$ cat src/rtl/core/lapsa_pkg.sv
// Package for the load-aware PRB share allocator: word types, register indexes
// and divider handshake structs. Depends on nothing.
`timescale 1ns / 1ps
package lapsa_pkg;

  localparam int CFG_IDX_W  = 4;
  localparam int CFG_DATA_W = 32;
  localparam int DIVD_W     = 25;
  localparam int DIVS_W     = 9;

  localparam logic [CFG_IDX_W-1:0] REG_RELAY_MASK   = 4'd0;
  localparam logic [CFG_IDX_W-1:0] REG_ACTIVE_NODES = 4'd1;
  localparam logic [CFG_IDX_W-1:0] REG_ADAPTIVE_ON  = 4'd2;
  localparam logic [CFG_IDX_W-1:0] REG_INIT_SHARE   = 4'd3;
  localparam logic [CFG_IDX_W-1:0] REG_INTERVAL     = 4'd4;
  localparam logic [CFG_IDX_W-1:0] REG_THRESHOLD    = 4'd5;
  localparam logic [CFG_IDX_W-1:0] REG_TOTAL_PRBS   = 4'd6;
  localparam logic [CFG_IDX_W-1:0] REG_QUOTA_FLOOR  = 4'd7;

  localparam logic [16:0] Q16_ONE  = 17'd65536;
  localparam logic [16:0] Q16_HALF = 17'd32768;

  typedef struct packed {
    logic [2:0]  node_slot;
    logic [3:0]  ue_slot;
    logic [15:0] ue_id;
    logic [63:0] byte_total;
    logic        report_end;
  } in_word_t;

  typedef struct packed {
    logic [2:0]  out_node;
    logic [15:0] out_ue_id;
    logic [16:0] quota;
    logic        use_backhaul;
    logic        run_end;
  } out_word_t;

  typedef struct packed {
    logic [CFG_IDX_W-1:0]  index;
    logic [CFG_DATA_W-1:0] value;
  } cfg_word_t;

  typedef struct packed {
    logic              start;
    logic [DIVD_W-1:0] dividend;
    logic [DIVS_W-1:0] divisor;
  } div_req_t;

  typedef struct packed {
    logic              busy;
    logic              done;
    logic [DIVD_W-1:0] quotient;
  } div_rsp_t;

  typedef enum logic [3:0] {
    S_CLR, S_IDLE, S_UPD, S_END, S_SUM, S_TOT, S_FRAC, S_CMP, S_MUL,
    S_BGO, S_BWAIT, S_QGO, S_QWAIT, S_EMIT, S_ELD
  } state_e;

  function automatic logic [63:0] sat_add64(input logic [63:0] a, input logic [63:0] b);
    logic [64:0] s;
    s = {1'b0, a} + {1'b0, b};
    return s[64] ? {64{1'b1}} : s[63:0];
  endfunction

endpackage

$ cat src/rtl/core/lapsa_div.sv
// Restoring divider, one quotient bit per cycle.
// Depends on lapsa_pkg.
`timescale 1ns / 1ps
module lapsa_div import lapsa_pkg::*; (
  input  logic     clk_i,
  input  logic     rst_ni,
  input  div_req_t req_i,
  output div_rsp_t rsp_o
);
  localparam int CW = $clog2(DIVD_W + 1);

  logic              busy_q, busy_d, done_q, done_d;
  logic [CW-1:0]     cnt_q, cnt_d;
  logic [DIVD_W-1:0] quo_q, quo_d;
  logic [DIVS_W-1:0] rem_q, rem_d, dvs_q, dvs_d;
  logic [DIVS_W:0]   sh;
  logic              ge;

  always_comb begin
    sh     = {rem_q, quo_q[DIVD_W-1]};
    ge     = sh >= {1'b0, dvs_q};
    busy_d = busy_q;
    done_d = 1'b0;
    cnt_d  = cnt_q;
    quo_d  = quo_q;
    rem_d  = rem_q;
    dvs_d  = dvs_q;
    if (req_i.start) begin
      busy_d = 1'b1;
      cnt_d  = '0;
      quo_d  = req_i.dividend;
      rem_d  = '0;
      dvs_d  = req_i.divisor;
    end else if (busy_q) begin
      // shift in one dividend bit, subtract when it fits
      rem_d = ge ? DIVS_W'(sh - {1'b0, dvs_q}) : sh[DIVS_W-1:0];
      quo_d = {quo_q[DIVD_W-2:0], ge};
      cnt_d = cnt_q + 1'b1;
      if (cnt_q == CW'(DIVD_W - 1)) begin
        busy_d = 1'b0;
        done_d = 1'b1;
      end
    end
  end

  always_ff @(posedge clk_i or negedge rst_ni) begin
    if (!rst_ni) begin
      busy_q <= 1'b0;
      done_q <= 1'b0;
      cnt_q  <= '0;
    end else begin
      busy_q <= busy_d;
      done_q <= done_d;
      cnt_q  <= cnt_d;
    end
  end

  always_ff @(posedge clk_i) begin
    quo_q <= quo_d;
    rem_q <= rem_d;
    dvs_q <= dvs_d;
  end

  assign rsp_o.busy     = busy_q;
  assign rsp_o.done     = done_q;
  assign rsp_o.quotient = quo_q;
endmodule

$ cat config.mk
export PLATFORM = sky130hd
export DESIGN_NAME = lapsa_div
export DESIGN_NICKNAME = d
export VERILOG_FILES = /design/src/rtl/core/lapsa_pkg.sv /design/src/rtl/core/lapsa_div.sv
export SDC_FILE = /design/constraint.sdc
export NUM_CORES = 1
export LEC_CHECK = 0
export BUFFER_PORTS_ARGS = -buffer_cell sky130_fd_sc_hd__clkbuf_2
export CORE_MARGIN = 2
export CORE_UTILIZATION = 30
export CTS_CLUSTER_DIAMETER = 150
export DETAILED_ROUTE_END_ITERATION = 10
export HOLD_SLACK_MARGIN = 0.08
export SYNTH_ARGS = -nofsm -noshare
export SYNTH_HDL_FRONTEND = slang
export SYNTH_SLANG_ARGS = --single-unit
$ cat constraint.sdc
create_clock -name clk_i -period 5.01 [get_ports clk_i]
set_input_delay 1.503 -clock clk_i [delete_from_list [all_inputs] [get_ports clk_i]]
set_output_delay 1.503 -clock clk_i [all_outputs]
set_load 0.005 [all_outputs]
==> results.sh, run 1 <==
export IMPL_cts_made_buffers=5
export IMPL_clock_root_buffer="clkbuf_8"
export IMPL_stdcell_count=365
export IMPL_port_buffers=63
export IMPL_synth_largest_area_cell="edfxtp_1"
export IMPL_slew_violations=0
export IMPL_met1_length_um=2350
export IMPL_routabilityCongestion=0.752
export IMPL_max_slew_margin_pct=35.3
export IMPL_leakage_uw=0.00134
export IMPL_cp_common_cell="inv_1"
export IMPL_slowest_stage="a31oi_4"
export IMPL_cap_violations=0
export IMPL_cts_tree="yes"
export IMPL_yosysSeqAreaShare_pct=54.6
export IMPL_avgViaCountPerCell=4.69
export IMPL_seqCellArea_um2=1380
export IMPL_drtIter0Drc=119
export IMPL_clk_latency_ns=0.30
export IMPL_nFillCells=817
export IMPL_vias=1711
export IMPL_worst_setup_path_type="reg2reg"
export IMPL_cts_htree_levels=2
export IMPL_synthCells=196
export IMPL_post_cts_repair_setup_buffers=0
export IMPL_initial_utilization_pct=30.8
export IMPL_min_period_over_period_pct=50.8
export IMPL_clock_sinks=50
export IMPL_worstPathCellList="inv_1 > ha_1 > inv_1 > fa_1 > a211oi_2 > o21ai_2 > a31oi_4 > mux2i_1 > a211oi_1"
export IMPL_wl_um=5070
export IMPL_core_um2=8180
export IMPL_gr_total_overflow=0
export IMPL_start_kind="flip-flop"
export IMPL_synth_cell_types=46
export IMPL_ios=64
export IMPL_drc_errors=0
export IMPL_wl_met2_um=2240
export IMPL_dr_pass1_iters=4
export IMPL_max_freq_mhz=393
export IMPL_critPathArrivalTime_ns=2.71
export IMPL_diodes=0
export IMPL_synth_commonest_cells="34 x edfxtp_1, 25 x mux2_2, 16 x nor2_1"
export IMPL_synth_edf_count=34
export IMPL_clockBufferDepth=2
export IMPL_grt_max_degree=48
export IMPL_synth_seq_cells=50
export IMPL_grt_pass1_vias=1758
export IMPL_nets=308
export IMPL_die_w_um=95.7
export IMPL_grt_pass1_wl_um=8490
export IMPL_synth_warnings=0
export IMPL_fin_util_pct=37.6
export IMPL_synthArstFlopShare_pct=14.0
export IMPL_ant_nets=0
export IMPL_rows=33
export IMPL_syn_to_final_growth_pct=21.8
export IMPL_yosysMostFrequentCell="edfxtp_1"
export IMPL_place_hpwl_um=3580
export IMPL_rsz0062_at_grt="no"
export IMPL_powerDensity_nw_per_um2=419
export IMPL_hold_violations=0
export IMPL_dr_max_layer_used="met4"
export IMPL_grt_use_total_pct=12.0
export IMPL_crit_fanout=14
export IMPL_die_h_um=95.7
export IMPL_antenna_found_initial=0
export IMPL_post_cts_resized=0
export IMPL_fin_tns_setup_ns=0
export IMPL_ys_flop_type="edfxtp_1"
export IMPL_min_period_ns=2.55
export IMPL_max_vdd_ir_drop_v=0.000190
export IMPL_crit_required_ns=5.17
export IMPL_avgSynthCellArea_um2=12.9
export IMPL_tightest_slew_ns=0.970
export IMPL_drt_wirelength_per_cell_um=13.9
export IMPL_synth_nets=245
export IMPL_routed_wl_met3_um=457
export IMPL_endpoint_kind="flip-flop"
export IMPL_cpPeakStageDelay_ns=0.47
export IMPL_postCtsHoldBufs=0
export IMPL_dieArea_um2=9150
export IMPL_multiInputGateArea_um2=1040
export IMPL_clkTransAtPathRegs_ns=0.09
export IMPL_status="finished clean"
export IMPL_finalSetupViolCount=0
export IMPL_drive_gt1_share_pct=40.8
export IMPL_netlist_top_cells_area="edfxtp_1 40%, mux2_2 11%, dfxtp_1 7.1%"
export IMPL_dp_cells=357
export IMPL_fin_worst_skew_ns=0.00376
export IMPL_syn_cell_area_um2=2520
export IMPL_synth_top_cell_area_share_pct=40.5
export IMPL_hold_path_class="reg2reg"
## registers in the layout, indices dropped and copies added, names as in the netlist
signal and cells:
busy_q 1, quo_q 25, cnt_q 5, done_q 1
dvs_q 9, rem_q 9
## critical path, delay by kind of cell, from the launching register on
| kind | cells | cell delay, ns |
|---|---|---|
| buf+inv | 2 | 0.14 |
| fa+ha+maj | 2 | 0.59 |
| flops | 1 | 0.45 |
| mux | 1 | 0.26 |
| compound gates | 4 | 0.95 |
## cell families after synthesis
| family | Yosys count | share of synthesized area [%] |
|---|---|---|
| flops | 50 | 54.6 |
| simple gates | 39 | 7.79 |
| compound gates | 34 | 11.4 |
| mux | 30 | 13.2 |
| buf+inv | 23 | 4.07 |
| fa+ha+maj | 12 | 6.25 |
| xor+xnor | 8 | 2.78 |
## cells in the final DEF (no fill, tap or decap), drive strengths merged, types with 7 or more instances in the layout
cell type	instances
o21ai	9
nor2	16
dfrtp	7
nand2	9
edfxtp	34
inv	14
mux2	25
clkbuf	68
ha	11
dfxtp	9
## metrics by stage
| stage | hold slack (ns) | instance area [µm²] | total power, µW | setup WS (ns) |
|---|---|---|---|---|
| final | 0.498 | 3070 | 1290 | 2.46 |
| after global routing | 0.535 | 3070 | 1360 | 2.23 |
| after CTS | 0.496 | 3070 | 1300 | 2.43 |
| after floorplan | 0.426 | 2520 | 858 | 2.32 |
| after global placement | 0.491 | 2930 | 948 | 2.20 |
| after detailed placement | 0.478 | 2930 | 954 | 2.15 |
## power by group
part	internal (µW)	total [µW]	switching, µW
clock	200	339	139
sequential	507	551	43.5
combinational	189	396	207
total	896	1290	389
## final cells by class
type                       count  area share, %
clock buffer                   5           2.24
clock inverter                 3           2.24
inverter                      14           1.71
multi-input combinational    123           33.9
sequential                    50           44.8
tap                          105           4.28
timing repair buffer          65           10.8
## layer usage
metal / vias to the layer above / global-route usage, %
met3: 2 / 4.82
met2: 63 / 18.2
met4: 0 / 3.21
met5: - / 0
met1: 799 / 16.0
li1: 847 / -
## worst paths after layout
check / startpoint / endpoint / slack, ns / cells past startpoint
max: quo_q[24] / rem_q[4] / 2.46 / 9
min: rem_q[8] / rem_q[8] / 0.50 / 2
max reg2reg: quo_q[24] / rem_q[4] / 2.46 / 9
min reg2reg: rem_q[8] / rem_q[8] / 0.50 / 2
max in group asynchronous: rst_ni / cnt_q[3] / 3.82 / 1
min in group asynchronous: rst_ni / done_q / 1.02 / 1
Note: power is estimated with default switching activity, not from simulation.
==> run 2, diff against run 1 <==
clock period = 2.1 ns   (was 5.01 ns; I/O delays follow)
==> run 2 against run 1 <==
  * Critical path depth grew 1
  * Count of clock-buffer cells in the layout is the same
  * Critical path type unchanged
  * First-iteration DRC count shrank 8.4%
  * Critical endpoint unchanged
  * The run now ends with setup timing left
  * Utilization grew 1.4 points
  * Register-to-register slack lost 2.5 ns
  * Clock skew grew 0.0037 ns
  * Cell area grew 3.6%
  * Non-clock buffer count grew 15
  * Worst hold slack lost 0.35 ns
  * Flip-flop and latch count is the same
  * Cell count grew 4.1%
  * Fmax grew 20%
  * Largest cell class unchanged
==> results.sh, run 2 (synthesis results as in run 1) <==
export IMPL_slew_violations=0
export IMPL_gr_total_overflow=0
export IMPL_worst_r2r_startpoint="quo_q[24]"
export IMPL_grt_pass1_vias=1760
export IMPL_place_hpwl_um=3740
export IMPL_powerDensity_nw_per_um2=987
export IMPL_clock_root_buffer="clkbuf_8"
export IMPL_dieArea_um2=9150
export IMPL_grt_max_degree=45
export IMPL_tightest_slew_ns=0.410
export IMPL_status="finished with violations"
export IMPL_dr_pass1_iters=4
export IMPL_crit_fanout=10
export IMPL_dp_cells=369
export IMPL_grt_use_total_pct=12.0
export IMPL_crit_required_ns=2.32
export IMPL_layout_cells_most_common="clkbuf_2"
export IMPL_syn_to_final_growth_pct=26.2
export IMPL_diodes=0
export IMPL_stdcell_count=380
export IMPL_initial_utilization_pct=30.8
export IMPL_min_period_over_period_pct=101
export IMPL_port_buffers=63
export IMPL_r2r_slack_ns=-0.02
export IMPL_drtIter0Drc=109
export IMPL_critPathArrivalTime_ns=2.34
export IMPL_clock_sinks=50
export IMPL_vias=1744
export IMPL_cts_htree_levels=2
export IMPL_leakage_uw=0.00141
export IMPL_max_slew_margin_pct=72.7
export IMPL_design_power_total_uw=3140
export IMPL_cap_violations=0
export IMPL_endpoint_kind="flip-flop"
export IMPL_fin_worst_skew_ns=0.00748
export IMPL_violations="setup timing"
export IMPL_start_kind="flip-flop"
export IMPL_dpl_cell_area_um2=3050
export IMPL_design_area_um2=3180
export IMPL_nets=323
export IMPL_clockBufferDepth=2
export IMPL_drt_wirelength_per_cell_um=13.5
export IMPL_die_w_um=95.7
export IMPL_post_cts_resized=0
export IMPL_most_common_layout_cells="63 x clkbuf_2, 34 x edfxtp_1, 25 x mux2_2, 16 x nor2_1, 15 x buf_4"
export IMPL_ios=64
export IMPL_wl_um=5130
export IMPL_hold_violations=0
export IMPL_min_period_ns=2.12
export IMPL_detailedPlace_worstSlack_ns=-0.0387
export IMPL_antenna_found_initial=0
export IMPL_drive_gt1_share_pct=44.4
export IMPL_rows=33
export IMPL_avgViaCountPerCell=4.59
export IMPL_max_vdd_ir_drop_v=0.000555
export IMPL_largest_register_ffs=25
export IMPL_hold_path_class="in2async"
export IMPL_cts_made_buffers=5
export IMPL_setup_slack_ns=-0.0237
export IMPL_clk_latency_ns=0.30
export IMPL_cts_tree="yes"
export IMPL_regMostFlops="quo_q"
export IMPL_r2r_cells=10
export IMPL_rsz0062_at_grt="yes"
export IMPL_ant_nets=0
export IMPL_worst_setup_path_type="reg2reg"
export IMPL_max_freq_mhz=471
export IMPL_drc_errors=0
export IMPL_top_regs="quo_q x25, dvs_q x9, rem_q x9"
export IMPL_die_h_um=95.7
export IMPL_r2r_end="rem_q[4]"
export IMPL_grt_pass1_wl_um=8420
export IMPL_routabilityCongestion=0.773
export IMPL_core_um2=8180
export IMPL_finalSetupViolCount=2
export IMPL_clkTransAtPathRegs_ns=0.09
-- run 2: changes by cell type in the layout (fill, tap and decap cells not counted) --
| cell | previous run | this run |
|---|---|---|
| buf_4 | 2 | 15 |
| clkinv_2 | 0 | 2 |
| buf_12 | 0 | 2 |
| fa_1 | 1 | 0 |
| fa_2 | 0 | 1 |
| clkinv_4 | 1 | 0 |
| bufinv_16 | 2 | 1 |
-- run 2: power by group --
group / total (µW) / switching (µW) / internal [µW]
clock: 677 / 326 / 351
combinational: 1150 / 542 / 606
sequential: 1320 / 107 / 1210
total: 3140 / 975 / 2170
-- run 2: final cells by class --
cell class                      instances  area [µm²]
Inverter                               14        52.6
Fill cell                             789        4990
Clock buffer                            5        68.8
Clock inverter                          3        40.0
Tap cell                              105         131
Multi-Input combinational cell        123        1040
Sequential cell                        50        1380
Timing Repair Buffer                   80         468
-- run 2: worst max path at each step --
stage	from	endpoint	slack, ns
global route	quo_q[24]	rem_q[4]	-0.15
floorplan	quo_q[24]	rem_q[0]	-0.05
detailed placement	quo_q[24]	rem_q[4]	-0.04
CTS	quo_q[24]	rem_q[4]	-0.04
global placement	quo_q[24]	rem_q[1]	0.004
finish	quo_q[24]	rem_q[4]	-0.02
-- run 2: critical path: stages (launching register included) --
cell	delay [ns]
edfxtp_1	0.39
inv_1	0.07
ha_1	0.16
inv_1	0.06
fa_2	0.35
a211oi_2	0.25
o21ai_2	0.11
a31oi_4	0.18
buf_12	0.16
mux2i_1	0.08
a211oi_1	0.25
-- run 2: metrics by stage --
stage	TNS [ns]	hold WS (ns)	utilization [%]
2_1_floorplan	-0.104	0.334	-
3_3_place_gp	0	0.443	37.3
3_5_place_dp	-0.159	0.451	37.3
4_1_cts	-0.0554	0.138	38.9
5_1_grt	-0.907	0.135	38.9
6_report	-0.0297	0.143	38.9
-- run 2: timing repair --
action / CTS / global route
endpoints found under the setup margin: 5 / 10
pin swaps: 1 / 0
setup buffers: 3 / 0
hold buffers: 0 / 0
-- run 2: per-layer routing --
layer	global-route usage [%]	share of wire, %	vias up
li1	-	-	876
met1	15.9	47	804
met2	18.8	45	60
met3	4.35	7.4	4
met4	2.86	0.78	0
met5	0	0	-
